## src/design/lfa_pkg.sv

```systemverilog
package lfa_pkg;

    // Tag that travels with every request down the pipeline.
    typedef struct packed {
        logic       valid;
        logic [2:0] idx;
    } t_tag;

    localparam logic [2:0] LAST_IDX = 3'd4;

    // One full turn in arcseconds, its scaled reciprocal floor(2^52 / turn),
    // and round(pi / 648000 * 2^81) for the arcsecond to radian step.
    localparam logic [20:0] TURN_ARCSEC = 21'd1296000;
    localparam logic [31:0] TURN_RECIP  = 32'd3474999712;
    localparam logic [63:0] RAD_K       = 64'd11722075535914625249;

    // Polynomial coefficients in arcseconds, signed Q32, indexed [argument][power].
    localparam logic signed [63:0] COEF [5][5] = '{
        '{
            (64'd485868 << 32) + ((64'd249036 << 32) + 64'd500000) / 64'd1000000,
            (64'd1717915923 << 32) + ((64'd2178 << 32) + 64'd5000) / 64'd10000,
            (64'd31 << 32) + ((64'd8792 << 32) + 64'd5000) / 64'd10000,
            ((64'd51635 << 32) + 64'd500000) / 64'd1000000,
            64'd0 - ((64'd24470 << 32) + 64'd50000000) / 64'd100000000
        },
        '{
            (64'd1287104 << 32) + ((64'd793048 << 32) + 64'd500000) / 64'd1000000,
            (64'd129596581 << 32) + ((64'd481 << 32) + 64'd5000) / 64'd10000,
            64'd0 - ((64'd5532 << 32) + 64'd5000) / 64'd10000,
            ((64'd136 << 32) + 64'd500000) / 64'd1000000,
            64'd0 - ((64'd1149 << 32) + 64'd50000000) / 64'd100000000
        },
        '{
            (64'd335779 << 32) + ((64'd526232 << 32) + 64'd500000) / 64'd1000000,
            (64'd1739527262 << 32) + ((64'd8478 << 32) + 64'd5000) / 64'd10000,
            64'd0 - ((64'd12 << 32) + ((64'd7512 << 32) + 64'd5000) / 64'd10000),
            64'd0 - ((64'd1037 << 32) + 64'd500000) / 64'd1000000,
            ((64'd417 << 32) + 64'd50000000) / 64'd100000000
        },
        '{
            (64'd1072260 << 32) + ((64'd703692 << 32) + 64'd500000) / 64'd1000000,
            (64'd1602961601 << 32) + ((64'd2090 << 32) + 64'd5000) / 64'd10000,
            64'd0 - ((64'd6 << 32) + ((64'd3706 << 32) + 64'd5000) / 64'd10000),
            ((64'd6593 << 32) + 64'd500000) / 64'd1000000,
            64'd0 - ((64'd3169 << 32) + 64'd50000000) / 64'd100000000
        },
        '{
            (64'd450160 << 32) + ((64'd398036 << 32) + 64'd500000) / 64'd1000000,
            64'd0 - ((64'd6962890 << 32) + ((64'd5431 << 32) + 64'd5000) / 64'd10000),
            (64'd7 << 32) + ((64'd4722 << 32) + 64'd5000) / 64'd10000,
            ((64'd7702 << 32) + 64'd500000) / 64'd1000000,
            64'd0 - ((64'd5939 << 32) + 64'd50000000) / 64'd100000000
        }
    };

    // Coefficient lookup; codes beyond the last argument read as zero.
    function automatic logic signed [63:0] coef_of(input logic [2:0] idx, input logic [2:0] pw);
        logic signed [63:0] c;
        c = '0;
        if (idx <= LAST_IDX && pw <= 3'd4) begin
            c = COEF[idx][pw];
        end
        return c;
    endfunction

endpackage

```

## src/design/lfa_to_rad.sv

```systemverilog
module lfa_to_rad (
    input  logic               i_clk,
    input  logic               i_rst_n,
    input  logic               i_en,
    input  lfa_pkg::t_tag      i_tag,
    input  logic               i_neg,
    input  logic [52:0]        i_rem,
    output lfa_pkg::t_tag      o_tag,
    output logic signed [63:0] o_angle
);

    lfa_pkg::t_tag r_tag_p;
    logic          r_neg_p;
    logic [63:0]   r_ll;
    logic [63:0]   r_lh;
    logic [52:0]   r_hl;
    logic [52:0]   r_hh;

    lfa_pkg::t_tag r_tag_r;
    logic          r_neg_r;
    logic [63:0]   r_mag;

    lfa_pkg::t_tag      r_tag_o;
    logic signed [63:0] r_angle;

    logic [117:0] n_sum;

    // Product stage: remainder times the radian scale, in four pieces.
    always_ff @(posedge i_clk) begin
        if (!i_rst_n) begin
            r_tag_p.valid <= 1'b0;
        end else if (i_en) begin
            r_tag_p.valid <= i_tag.valid;
        end
    end

    always_ff @(posedge i_clk) begin
        if (i_en) begin
            r_tag_p.idx <= i_tag.idx;
            r_neg_p     <= i_neg;
            r_ll        <= 64'(i_rem[31:0]) * 64'(lfa_pkg::RAD_K[31:0]);
            r_lh        <= 64'(i_rem[31:0]) * 64'(lfa_pkg::RAD_K[63:32]);
            r_hl        <= 53'(i_rem[52:32]) * 53'(lfa_pkg::RAD_K[31:0]);
            r_hh        <= 53'(i_rem[52:32]) * 53'(lfa_pkg::RAD_K[63:32]);
        end
    end

    // Rounding stage: sum, add half an output step and drop 53 bits.
    always_comb begin
        n_sum = 118'(r_ll) + (118'(r_lh) << 32) + (118'(r_hl) << 32) + (118'(r_hh) << 64)
              + (118'd1 << 52);
    end

    always_ff @(posedge i_clk) begin
        if (!i_rst_n) begin
            r_tag_r.valid <= 1'b0;
        end else if (i_en) begin
            r_tag_r.valid <= r_tag_p.valid;
        end
    end

    always_ff @(posedge i_clk) begin
        if (i_en) begin
            r_tag_r.idx <= r_tag_p.idx;
            r_neg_r     <= r_neg_p;
            r_mag       <= n_sum[116:53];
        end
    end

    // Output stage: restore the sign of the polynomial value.
    always_ff @(posedge i_clk) begin
        if (!i_rst_n) begin
            r_tag_o.valid <= 1'b0;
        end else if (i_en) begin
            r_tag_o.valid <= r_tag_r.valid;
        end
    end

    always_ff @(posedge i_clk) begin
        if (i_en) begin
            r_tag_o.idx <= r_tag_r.idx;
            r_angle     <= r_neg_r ? $signed(64'd0 - r_mag) : $signed(r_mag);
        end
    end

    assign o_tag   = r_tag_o;
    assign o_angle = r_angle;

endmodule

```

## config.mk

```make
export PLATFORM = sky130hd
export DESIGN_NAME = lfa_to_rad
export DESIGN_NICKNAME = d
export VERILOG_FILES = /design/src/design/lfa_pkg.sv /design/src/design/lfa_to_rad.sv
export SDC_FILE = /design/constraint.sdc
export NUM_CORES = 2
export LEC_CHECK = 0
export BUFFER_PORTS_ARGS = -buffer_cell sky130_fd_sc_hd__buf_2
export CAP_MARGIN = 10
export CORE_MARGIN = 5
export CORE_UTILIZATION = 55
export DETAILED_ROUTE_END_ITERATION = 10
export MAX_ROUTING_LAYER = met4
export PLACE_DENSITY_LB_ADDON = 0.2
export SYNTH_ARGS = -nofsm -noshare
export SYNTH_HDL_FRONTEND = slang
export SYNTH_SLANG_ARGS = --single-unit
```

## constraint.sdc

```tcl
create_clock -name i_clk -period 10.5 [get_ports i_clk]
set_input_delay 1.05 -clock i_clk [delete_from_list [all_inputs] [get_ports i_clk]]
set_output_delay 1.05 -clock i_clk [all_outputs]
set_load 0.005 [all_outputs]
```

# [After elaboration in Yosys (flattened, before gate mapping)]
# Index checks and enable logic that the tools add are counted.
[word_totals] reg_bits=376 in_bits=61
[classes] n_addsub=5 mul=4 muxes=1
[op_table] op="$mul 32x32->64 const B" count=2
[op_table] op="$add 117x53->117 const B" count=1
[op_table] op="$add 98x117->117" count=1
[op_table] op="$mul 21x32->53 const B" count=2
[op_table] op="$add 97x85->98" count=1
[op_table] op="$add 64x96->97" count=1
[op_table] op="$mux 64" count=1
[op_table] op="$sub 1x64->64 const A" count=1

# [Logic depth before layout (Yosys ltp)]
[logic_depth] word_depth=4 mapped_depth=29

# [Least setup slack after synthesis]
# No wires, ideal clock.
[synth_path] path_kind="in2reg" start="input i_rem[17]" end="register r_lh[61] (data pin)" setup_time_ns=0.271 arrival_time_ns=7.674 required_time_ns=10.229 setup_slack_ns=2.555 path_stages=27 path_buffers=0 path_cell_list="ha_1 > inv_1 > fa_1 > inv_1 > fa_1 > inv_1 > fa_1 > fa_1 > inv_1 > fa_1 > inv_1 > fa_1 > fa_1 > inv_1 > ha_1 > a21oi_1 > o21ai_0 > a21oi_1 > o22ai_1 > nor4_1 > a311oi_1 > nor2_1 > o221ai_1 > o221a_2 > nor3b_1 > a2111oi_0 > xnor2_1"
[synth_between] elab_chain_cells=1
[synth_rtl] element="start: declaration" line_no="lfa_to_rad.sv:7" text="input logic [52:0] i_rem,"
[synth_rtl] element="$mul 32x32->64" line_no="lfa_to_rad.sv:42" text="r_lh <= 64'(i_rem[31:0]) * 64'(lfa_pkg::RAD_K[63:32]);"
[synth_rtl] element="end signal: assignment" line_no="lfa_to_rad.sv:42"
[synth_rtl] element="end: declaration" line_no="lfa_to_rad.sv:15" text="logic [63:0] r_lh;"
# Every way passes these cells.
# A chain may end at the register's enable or synchronous reset.

# [Final worst setup path]
[layout_path] start="input i_rem[16]" end="register r_lh[61] (data pin)"
# The elaborated chain is that of the path after synthesis.

==> summary by stage <==
Detailed routing
The count of routing violations after the opening detailed-route iteration is 4,109. The remaining antenna violation count is 0. After detailed routing, the average wire length per cell comes to 26.4 microns. The final layout contains routed wiring with a total length of 223 mm. The routed via count divided by cell count is 5.59. The number of vias in the routed layout is 47,100. In the routed design, unresolved DRC markers number 0. The number of detailed-routing iterations run before antenna repair is 6.

Floorplan
For this configuration, the core starts out at a cell density of 55.5%. The die covers 136,000 sq um. In this run the count of I/O pins placed on the die edge is 129. Measured along the y axis, the die boundary spans 369 microns. The site row count is 131. In this run the horizontal extent of the chip is 369 microns.

The core region is 128,000 sq um.

Setup path
The maximum single-stage delay on the critical path is 620 ps. The launching instance or port of the critical path is i_rem[16]. The critical path's top delay family is adder cells.

The number of buffers and inverters on the critical path is 7. By instance count, the cell type seen most on the critical path is fa_1. The type of destination of the critical path is a flop. The critical-path cell with the highest stage delay is fa_1. The worst setup path is of the primary input to flop kind. The signal arrival time at the worst endpoint is 9380 ps.

In this run the critical register-to-register path is launched from r_ll[51]. The critical path launch point type is a primary input. Of all nets on the critical path, the largest fanout is 12. At the worst endpoint, the required time is 10,800 ps.

Clock network
The clock tree synthesis step divided the H-tree into 2 levels. Counting every sink on the clock net gives 343. The later pin in the worst-skew pair is clocked with a latency of 600 ps.

The number of buffers inserted to repair setup after CTS is 0. The number of buffers inserted during clock tree synthesis is 35. In this run the deepest clock path goes through 3 buffers.

Clock-pin slew was measured on the worst setup and hold paths at 60 ps. Buffers inserted to repair hold after CTS numbered 0. CTS placed an instance of clkbuf_16 at the clock tree root. The post-CTS resize count is 0. TritonCTS built the clock tree.

GRT
The largest net degree at the start of global routing is 137. The first global-routing pass estimated 331 mm of wire. After global routing the overflow that remains totals 0. The total routing resource utilization after global routing is 34.6%. The number of global-route vias before repair is 49,800. The initial antenna violation count is 11.

Final layout
The storage element area is 10,300 sq um. The number of standard cells in the layout, taps in and fillers out is 8,431. The share of cells above drive strength 1 is 4.15%.

Fill cells in the final layout number 11,100. The most common cell after layout, fill and taps aside is inv_1. The final design instance area without fill is 75,000 sq um. The area used by multi-input combinational logic is 53,200 sq um.

After the last flow step, the layout net total stands at 9,400. The top cell types in the final layout, fill and taps aside, are inv_1 (1,913), fa_1 (1,335), ha_1 (1,268). The layout-stage area growth over the synthesis result is 5.89%.

Synthesis
Summing the sequential cell areas from Yosys gives 14.5% of the chip area. For this run, asynchronously set or reset flops after synthesis account for 0%. The number of nets in the synthesized netlist is 9,221. The total number of yosys warnings is 0. Counting distinct cell types in the post-synthesis netlist gives 72. After synthesis the netlist holds a flip-flop and latch count of 343. The post-synthesis cell area is 70,800 sq um. The mean area per synthesized cell is 10.8 sq um. The instance count of the mapped netlist is 6,557. The primary flip-flop cell chosen by synthesis mapping is edfxtp_1. In this run, synthesis inferred 340 flip-flops with an integrated enable.

STA
In this run the tightest slew margin relative to its limit is 20.4%. The total of endpoints with negative setup slack in the final report is 0. Summed over all failing endpoints, the final setup total negative slack is 0 ps.

The transition time of the tightest slew-check pin is 1190 ps. The routed design could run at a clock period as short as 9080 ps. Based on the critical path, the design can be clocked at up to 0.110 GHz. The share of the clock period used by the worst path after layout is 86.5%. Setup repair after global routing left no endpoint under its margin. The worst clock skew on the final layout is 54.2 ps. The final count of pins violating max slew is 0. Hold timing on the final database bottoms out at a slack of 418 ps. The hold violation count in the final report is 0.

Run
The tool flagged a number of max-cap violations equal to 0.

Place
The weighted congestion at the end of routability-driven global placement is 1.09. Detailed placement finished with a half-perimeter wire length of 200 mm. Once placement completed, the tool counted placed cells totaling 8,360.

Input and output buffers added on the ports amount to 128. The post-place instance area is 73,800 sq um.

Hold path
The worst hold path class is flop to flop. The source of the worst hold timing path is r_tag_r[0].

Run status
The flow ran to the end, and the final reports show no timing, DRC or antenna violations.
==> worst paths after layout <==
path | endpoint | slack [ps] | cells past startpoint
worst max-delay path | r_lh[61] | 1420 | 28
worst min-delay path | o_tag[0] | 420 | 0
worst max register to register | r_mag[44] | 4660 | 14
worst min register to register | o_tag[0] | 420 | 0
==> registers in the layout (all words and copies together) (netlist names) <==
name / flops
r_hh: 52
r_neg_p: 1
o_angle: 64
r_tag_r: 4
r_mag: 64
o_tag: 4
r_tag_p: 4
r_hl: 53
r_ll: 33
r_neg_r: 1
r_lh: 63
==> worst register-to-register path, cell delays in order, from the launching register on <==
cell and delay, ps:
edfxtp_1 580, fa_1 520, fa_1 480, ha_1 350
nand4_1 120, or3_1 440, a2111oi_0 810, o21ai_0 290
nand3_1 230, nor4_1 140, o311ai_1 560, nor2_1 140
o21ai_0 390, a21oi_1 170, o311ai_0 390
==> synth_stat cells, drive strengths merged (4+ instances only) <==
cell type	number	share of area [%]
or2	17	0.15
o21ai	130	0.92
clkbuf	40	0.21
nor3	43	0.32
nand2b	25	0.22
o31a	4	0.049
o31ai	34	0.40
and3	25	0.22
or3	25	0.24
o41ai	10	0.12
nor2b	32	0.28
and2	17	0.15
a221oi	7	0.087
nand3	51	0.36
and4	7	0.087
nor4	11	0.097
o21bai	33	0.35
xor2	84	1.0
inv	1913	10
o21a	29	0.31
ha	1268	22
nand4	52	0.47
nor2	123	0.65
a21boi	7	0.080
a211o	7	0.087
fa	1335	38
a211oi	19	0.20
o211ai	9	0.095
a2111oi	7	0.087
nand3b	5	0.053
a2111o	4	0.064
a21o	146	1.5
mux2i	4	0.057
xnor2	227	2.8
a41oi	6	0.074
a21oi	226	1.6
a31o	6	0.074
nand2	150	0.80
edfxtp	340	14
o22ai	4	0.035
a31oi	24	0.21
o221ai	4	0.049
or4	14	0.16
==> cell type report <==
class	instances	share of cell area, %
Antenna cell	6	0.0200
Clock buffer	37	1.21
Clock inverter	27	0.350
Inverter	1913	9.58
Multi-Input combinational cell	4259	70.9
Sequential cell	343	13.7
Tap cell	1662	2.77
Timing Repair Buffer	184	1.43
==> per-stage QoR <==
stage | utilization [%] | setup slack, ps
finish | 58.7 | 1420
detailed placement | 57.8 | 995
floorplan | - | 2560
CTS | 58.7 | 1570
global placement | 57.8 | 1030
global route | 58.7 | 1030
==> kinds of logic after synthesis <==
logic type	count (synthesis)	synth area share (%)
mux	4	0.0565
compound gates	739	6.75
simple gates	602	4.33
xor+xnor	311	3.85
flops	343	14.5
fa+ha+maj	2603	60.1
buf+inv	1955	10.4
==> layer usage <==
layer | wire length [microns] | track usage, % | vias to the layer above
li1 | - | - | 21100
met1 | 103000 | 51.2 | 24000
met2 | 88500 | 46.3 | 1770
met3 | 27100 | 12.8 | 175
met4 | 3950 | 5.16 | 0
met5 | 0 | - | -
Power is left out: the tool's default activity adds up to more than one toggle a clock period on the data nets, which glitch-free logic cannot reach.
