--- src/design/lfa_pkg.sv ---
package lfa_pkg;

    // Tag that travels with every request down the pipeline.
    typedef struct packed {
        logic       valid;
        logic [2:0] idx;
    } t_tag;

    localparam logic [2:0] LAST_IDX = 3'd4;

    // One full turn in arcseconds, its scaled reciprocal floor(2^52 / turn),
    // and round(pi / 648000 * 2^81) for the arcsecond to radian step.
    localparam logic [20:0] TURN_ARCSEC = 21'd1296000;
    localparam logic [31:0] TURN_RECIP  = 32'd3474999712;
    localparam logic [63:0] RAD_K       = 64'd11722075535914625249;

    // Polynomial coefficients in arcseconds, signed Q32, indexed [argument][power].
    localparam logic signed [63:0] COEF [5][5] = '{
        '{
            (64'd485868 << 32) + ((64'd249036 << 32) + 64'd500000) / 64'd1000000,
            (64'd1717915923 << 32) + ((64'd2178 << 32) + 64'd5000) / 64'd10000,
            (64'd31 << 32) + ((64'd8792 << 32) + 64'd5000) / 64'd10000,
            ((64'd51635 << 32) + 64'd500000) / 64'd1000000,
            64'd0 - ((64'd24470 << 32) + 64'd50000000) / 64'd100000000
        },
        '{
            (64'd1287104 << 32) + ((64'd793048 << 32) + 64'd500000) / 64'd1000000,
            (64'd129596581 << 32) + ((64'd481 << 32) + 64'd5000) / 64'd10000,
            64'd0 - ((64'd5532 << 32) + 64'd5000) / 64'd10000,
            ((64'd136 << 32) + 64'd500000) / 64'd1000000,
            64'd0 - ((64'd1149 << 32) + 64'd50000000) / 64'd100000000
        },
        '{
            (64'd335779 << 32) + ((64'd526232 << 32) + 64'd500000) / 64'd1000000,
            (64'd1739527262 << 32) + ((64'd8478 << 32) + 64'd5000) / 64'd10000,
            64'd0 - ((64'd12 << 32) + ((64'd7512 << 32) + 64'd5000) / 64'd10000),
            64'd0 - ((64'd1037 << 32) + 64'd500000) / 64'd1000000,
            ((64'd417 << 32) + 64'd50000000) / 64'd100000000
        },
        '{
            (64'd1072260 << 32) + ((64'd703692 << 32) + 64'd500000) / 64'd1000000,
            (64'd1602961601 << 32) + ((64'd2090 << 32) + 64'd5000) / 64'd10000,
            64'd0 - ((64'd6 << 32) + ((64'd3706 << 32) + 64'd5000) / 64'd10000),
            ((64'd6593 << 32) + 64'd500000) / 64'd1000000,
            64'd0 - ((64'd3169 << 32) + 64'd50000000) / 64'd100000000
        },
        '{
            (64'd450160 << 32) + ((64'd398036 << 32) + 64'd500000) / 64'd1000000,
            64'd0 - ((64'd6962890 << 32) + ((64'd5431 << 32) + 64'd5000) / 64'd10000),
            (64'd7 << 32) + ((64'd4722 << 32) + 64'd5000) / 64'd10000,
            ((64'd7702 << 32) + 64'd500000) / 64'd1000000,
            64'd0 - ((64'd5939 << 32) + 64'd50000000) / 64'd100000000
        }
    };

    // Coefficient lookup; codes beyond the last argument read as zero.
    function automatic logic signed [63:0] coef_of(input logic [2:0] idx, input logic [2:0] pw);
        logic signed [63:0] c;
        c = '0;
        if (idx <= LAST_IDX && pw <= 3'd4) begin
            c = COEF[idx][pw];
        end
        return c;
    endfunction

endpackage

--- src/design/lfa_reduce.sv ---
module lfa_reduce (
    input  logic               i_clk,
    input  logic               i_rst_n,
    input  logic               i_en,
    input  lfa_pkg::t_tag      i_tag,
    input  logic signed [73:0] i_poly,
    output lfa_pkg::t_tag      o_tag,
    output logic               o_neg,
    output logic [52:0]        o_rem
);

    // Entry stage: sign and magnitude.
    lfa_pkg::t_tag r_tag_s;
    logic          r_neg_s;
    logic [73:0]   r_mag_s;

    // Three digit steps, each a multiply stage and a correction stage.
    lfa_pkg::t_tag r_tag_m [3];
    logic          r_neg_m [3];
    logic [73:0]   r_mag_m [3];
    logic [30:0]   r_x     [3];
    logic [62:0]   r_pr    [3];

    lfa_pkg::t_tag r_tag_c [3];
    logic          r_neg_c [3];
    logic [73:0]   r_mag_c [3];
    logic [20:0]   r_rem_c [3];

    always_ff @(posedge i_clk) begin
        if (!i_rst_n) begin
            r_tag_s.valid <= 1'b0;
        end else if (i_en) begin
            r_tag_s.valid <= i_tag.valid;
        end
    end

    always_ff @(posedge i_clk) begin
        if (i_en) begin
            r_tag_s.idx <= i_tag.idx;
            r_neg_s     <= i_poly[73];
            r_mag_s     <= i_poly[73] ? 74'(-i_poly) : 74'(i_poly);
        end
    end

    for (genvar j = 0; j < 3; j++) begin : g_step
        lfa_pkg::t_tag in_tag;
        logic          in_neg;
        logic [73:0]   in_mag;
        logic [20:0]   in_rem;
        logic [9:0]    n_chunk;
        logic [30:0]   n_x;
        logic [10:0]   n_q;
        logic [30:0]   n_d;
        logic [20:0]   n_rem;

        // The leading twelve bits of the turn count are already below one turn.
        if (j == 0) begin : g_first
            assign in_tag = r_tag_s;
            assign in_neg = r_neg_s;
            assign in_mag = r_mag_s;
            assign in_rem = {9'd0, r_mag_s[73:62]};
        end else begin : g_next
            assign in_tag = r_tag_c[j-1];
            assign in_neg = r_neg_c[j-1];
            assign in_mag = r_mag_c[j-1];
            assign in_rem = r_rem_c[j-1];
        end

        // Append the next ten bits and estimate the quotient by reciprocal.
        always_comb begin
            n_chunk = in_mag[61 - 10*j -: 10];
            n_x     = {in_rem[20:0], n_chunk};
        end

        always_ff @(posedge i_clk) begin
            if (!i_rst_n) begin
                r_tag_m[j].valid <= 1'b0;
            end else if (i_en) begin
                r_tag_m[j].valid <= in_tag.valid;
            end
        end

        always_ff @(posedge i_clk) begin
            if (i_en) begin
                r_tag_m[j].idx <= in_tag.idx;
                r_neg_m[j]     <= in_neg;
                r_mag_m[j]     <= in_mag;
                r_x[j]         <= n_x;
                r_pr[j]        <= 63'(n_x) * 63'(lfa_pkg::TURN_RECIP);
            end
        end

        // The estimate is at most one short, so one subtraction corrects it.
        always_comb begin
            n_q   = r_pr[j][62:52];
            n_d   = r_x[j] - 31'(32'(n_q) * 32'(lfa_pkg::TURN_ARCSEC));
            n_rem = (n_d >= 31'(lfa_pkg::TURN_ARCSEC))
                  ? 21'(n_d - 31'(lfa_pkg::TURN_ARCSEC)) : 21'(n_d);
        end

        always_ff @(posedge i_clk) begin
            if (!i_rst_n) begin
                r_tag_c[j].valid <= 1'b0;
            end else if (i_en) begin
                r_tag_c[j].valid <= r_tag_m[j].valid;
            end
        end

        always_ff @(posedge i_clk) begin
            if (i_en) begin
                r_tag_c[j].idx <= r_tag_m[j].idx;
                r_neg_c[j]     <= r_neg_m[j];
                r_mag_c[j]     <= r_mag_m[j];
                r_rem_c[j]     <= n_rem;
            end
        end
    end

    // The fractional arcsecond bits pass through the reduction untouched.
    assign o_tag = r_tag_c[2];
    assign o_neg = r_neg_c[2];
    assign o_rem = {r_rem_c[2], r_mag_c[2][31:0]};

endmodule

--- config.mk ---
export PLATFORM = sky130hd
export DESIGN_NAME = lfa_reduce
export DESIGN_NICKNAME = d
export VERILOG_FILES = /design/src/design/lfa_pkg.sv /design/src/design/lfa_reduce.sv
export SDC_FILE = /design/constraint.sdc
export NUM_CORES = 2
export LEC_CHECK = 0
export ABC_AREA = 1
export BUFFER_PORTS_ARGS = -buffer_cell sky130_fd_sc_hd__buf_2
export CAP_MARGIN = 30
export CORE_AREA = 5 5 339 341
export DETAILED_ROUTE_END_ITERATION = 6
export DIE_AREA = 0 0 344 346
export PLACE_DENSITY_LB_ADDON = 0.15
export REMOVE_ABC_BUFFERS = 1
export SETUP_SLACK_MARGIN = 0.5
export SKIP_LAST_GASP = 1
export SLEW_MARGIN = 20
export SYNTH_ARGS = -nofsm -noshare
export SYNTH_HDL_FRONTEND = slang
export SYNTH_SLANG_ARGS = --single-unit
--- constraint.sdc ---
create_clock -name i_clk -period 13.01 [get_ports i_clk]
set_input_delay 2.602 -clock i_clk [delete_from_list [all_inputs] [get_ports i_clk]]
set_output_delay 2.602 -clock i_clk [all_outputs]
set_load 0.01 [all_outputs]
# After elaboration in Yosys (flattened, before gate mapping)
# Memories as Yosys holds them, arrays and structs flattened.
# Cells that the tools add are included.
# word_totals
register_bits	79
wordCells	51
ramBits	804
inputBits	81
n_memories	9
# op_classes
n_bitwise	6
multipliers	6
n_addsub	7
mux	15
n_lt_le_gt_ge	3
# mem_list
name	words	word_bits	read_ports	rd_ports_with_merged_regs	write_ports	line	text
r_mag_c	3	74	3	0	3	lfa_reduce.sv:26	logic [73:0] r_mag_c [3];
r_mag_m	3	74	3	0	3	lfa_reduce.sv:20	logic [73:0] r_mag_m [3];
r_pr	3	58	3	0	3	lfa_reduce.sv:22	logic [62:0] r_pr [3];
r_x	3	31	3	0	3	lfa_reduce.sv:21	logic [30:0] r_x [3];
r_rem_c	3	21	3	0	3	lfa_reduce.sv:27	logic [20:0] r_rem_c [3];
r_tag_c	3	4	3	0	3	lfa_reduce.sv:24	lfa_pkg::t_tag r_tag_c [3];
+3 memories	-	-	-	-	-	-	
# op_table
operator	count
multiplier 31 x 27 -> 58 bit, second input constant	2
>= comparator 31 x 21 -> 1 bit, second input constant	3
subtractor 31 bit	3
negation 74 bit	1
2-to-1 mux 73 bit	1
multiplier 11 x 14 -> 24 bit, second input constant	3
2-to-1 mux 21 bit	3
subtractor 21 bit, second input constant	3
multiplier 22 x 27 -> 49 bit, second input constant	1
2-to-1 mux 1 bit	11
bitwise OR 1 bit	6

# Depth between registers and ports, before layout
# An unclocked memory read counts as a cell.
# depth
ltp_word	5
mapped_depth	37
ltp_nobuf	37

# Worst setup path after synthesis
# No wires, ideal clock.
# synth_timing
kind	register to register
start	memory r_pr[0][166] (netlist bit)
end	memory r_rem_c[2][9], in the netlist r_rem_c[0][51] (data pin)
path_stages_with_launch	33
period_less_slack_ns	6.341
path_slack_ns	6.669
t_arrival_ns	6.087
setup_time_ns	0.253
required_time_ns	12.757
path_cell_list	edfxtp_1 -> inv_1 -> fa_1 -> inv_1 -> ha_1 -> fa_1 -> fa_1 -> inv_1 -> fa_1 -> inv_1 -> ha_1 -> nand2_1 -> nor3_1 -> a21oi_1 -> o21ai_0 -> a21boi_0 -> xor2_1 -> ha_1 -> nand2_1 -> nor2_1 -> inv_1 -> nor2_1 -> nand3_1 -> nand3_1 -> nand2_1 -> nand2_1 -> nand2_1 -> nor2_1 -> nand3_1 -> nor2_2 -> nand3_2 -> nand2_1 -> nand2_1
# synth_rtl
item	line
from (decl)	lfa_reduce.sv:22
to (decl)	lfa_reduce.sv:27

==> impl_metrics.py <==
metrics = {
    "finish": {
        "area_delta_synth_final_pct": 7.215,
        "finalNetCount": 8770,
        "fill_cells": 9626,
        "drive_gt1_share_pct": 4.510,
    },
    "worst_setup_path": {
        "start_kind": "flip-flop",
        "arrival_ps": 7580,
        "end_kind": "flip-flop",
        "timing.critical_path.mode_cell": "nand2_1",
        "worstPathRequired_ps": 13440,
        "path_max_fanout": 6,
        "cpPeakStageDelay_ps": 550,
        "path_buf_inv": 5,
        "cp_slowest_cell": "fa_1",
        "crit_type": "flip-flop to flip-flop",
        "crit_family": "adder cells",
    },
    "routing": {
        "wirelength_mm": 146.9,
        "ant_nets": 0,
        "drc_errors": 0,
        "first_pass_iters": 7,
        "viasPerCell": 5.219,
        "vias": 43520,
        "avgRoutedWirePerCell_um": 17.61,
        "drtIter0Drc": 2172,
    },
    "clock_tree": {
        "htree_num_levels": 2,
        "cts-root-buf": "clkbuf_16",
        "cts_resized": 0,
        "clock_path_buffers": 3,
        "hold_buffers": 0,
        "cts_sinks": 532,
        "clock_latency_ps": 670,
        "cts_buffers": 58,
        "cts_tree": "built",
        "clk_pin_slew_worst_paths_ps": 70,
        "cts_setup_buffers": 0,
    },
    "logic_synthesis": {
        "syn_area_um2": 64040,
        "synth-xor-area-share_pct": 2.778,
        "avgSynthCellArea_um2": 9.719,
        "ys_ff_latch": 532,
        "synth_top_family_by_area": "adder cells",
        "yosysSeqAreaShare_pct": 24.90,
        "synth_enable_flop_cells": 529,
        "synth_cells": 6589,
        "muxShareOfSynthArea_pct": 0,
        "yosysWarnings": 0,
        "synthDistinctLibCells": 59,
        "synth_compound_area_share_pct": 4.677,
        "ys.flop_type": "edfxtp_1",
        "synth_fa_ha_area_share_pct": 46.10,
        "synthSimpleGateAreaFrac_pct": 10.84,
        "postSynth.asyncResetShare_pct": 0,
    },
    "global_routing": {
        "antenna_found_initial": 8,
        "use_met2_pct": 43.78,
        "grt_pass1_wl_mm": 238.7,
        "grt_max_degree": 192,
        "met3_usage_pct": 2.357,
        "busiest_layer": "met2",
        "track_usage_pct": 25.29,
        "grt_use_met1_pct": 34.19,
        "grt_pass1_vias": 45440,
        "gr-total-overflow": 0,
    },
    "floorplanning": {
        "row_count": 123,
        "die_area_um2": 119000,
        "core_area_um2": 111600,
        "die_w_um": 344,
        "die_h_um": 346,
        "num_io_pins": 139,
        "initial_utilization_pct": 57.40,
    },
    "timing": {
        "whs_ps": 389.9,
        "tightest_slew_ps": 1072,
        "setup_viol": 0,
        "hold_viol": 0,
        "rsz0062_at_grt": "no",
        "finalSetupTns_ps": 0,
        "relSlewSlack_pct": 28.54,
        "min_period_over_period_pct": 54.97,
        "fmax_mhz": 139.8,
        "slew_viol_final": 0,
        "period_needed_ps": 7151,
        "fin_skew_ps": 34.63,
    },
    "place": {
        "place_congestion": 0.9696,
        "io_buffers": 138,
        "dp_hpwl_mm": 123.5,
    },
    "job": {
        "cap_violations": 0,
    },
    "worst_hold_path": {
        "hold_class": "flip-flop to flip-flop",
    },
    "run_status": {
        "outcome": "complete, no violations",
    },
}
-- stage by stage --
step | std cells | cell area, um2 | utilization, % | setup slack (ps)
floorplan | 6572 | 63950 | - | 6669
global placement | 8220 | 66630 | 59.72 | 6007
detailed placement | 8220 | 66630 | 59.72 | 5870
CTS | 8329 | 68610 | 61.49 | 5842
global route | 8337 | 68660 | 61.53 | 5282
finish | 8339 | 68660 | 61.54 | 5859
-- layout make-up --
cell class              instances  area (um2)  share of cell area, %
multi-input cells            4238       41240                  60.07
flip-flops and latches        532       15950                  23.22
inverters                    1802        6764                  9.851
well taps                    1500        1877                  2.733
clock buffers                  65        1478                  2.152
repair buffers                149       828.3                  1.206
clock inverters                44       503.0                 0.7325
diodes                          9       22.52                0.03280
-- layer usage --
metal  share of wire (%)  vias to the layer above
met3                 3.7                      232
met4                 3.1                        2
li1                    -                    21340
met2                  49                      817
met5              0.0075                        -
met1                  44                    21140
-- registers in the layout, summed over array words and instances, names as in the netlist, 4 cells and up --
name / flops
r_tag_m: 12
r_mag_m: 182
g_step.in_mag: 74
r_mag_c: 147
r_rem_c: 42
r_x: 28
g_step.in_tag: 4
r_tag_c: 12
r_pr: 24
-- synthesized netlist by cell type, drive strengths merged (7+ instances only) --
cell type	n	area share, %
a21o	29	0.34
o21a	18	0.21
a21boi	8	0.094
o21ai	157	1.2
o21bai	17	0.20
nand3	193	1.6
nand2	784	4.7
a21oi	242	1.9
o211ai	7	0.082
nand3b	8	0.094
or2	7	0.068
nand4	97	0.96
xnor2	68	0.93
edfxtp	529	25
nor2	399	2.4
clkbuf	8	0.047
nor3	71	0.57
ha	1155	23
a31oi	25	0.24
fa	753	24
xor2	130	1.8
inv	1801	11
buf	9	0.090
nor4	36	0.36
-- kinds of logic after synthesis --
kind of cell               after synthesis
adders and majority gates             1908
buffers and inverters                 1819
and+or+nand+nor                       1603
DFF                                    532
AOI/OAI and AO/OA                      529
xor gates and xnor gates               198
-- path summary, 6_finish.rpt --
path / start / endpoint / slack, ps / cells after the start
worst max-delay path: r_pr[0][165] / r_rem_c[0][51] / 5860 / 32
worst min-delay path: r_mag_m[0][112] / r_mag_c[0][112] / 390 / 0
worst max register to register: r_pr[0][165] / r_rem_c[0][51] / 5860 / 32
worst min register to register: r_mag_m[0][112] / r_mag_c[0][112] / 390 / 0
-- cells in the final DEF, fill, tap and decap left out, types with 124 or more instances in the layout --
cell / count
inv_1: 1800
ha_1: 1155
nand2_1: 771
fa_1: 753
edfxtp_1: 529
nor2_1: 386
a21oi_1: 238
nand3_1: 182
o21ai_0: 145
buf_2: 137
xor2_1: 124
Power is not shown: default switching activity piles up to over one toggle a cycle in this logic, so the estimate is an artifact.
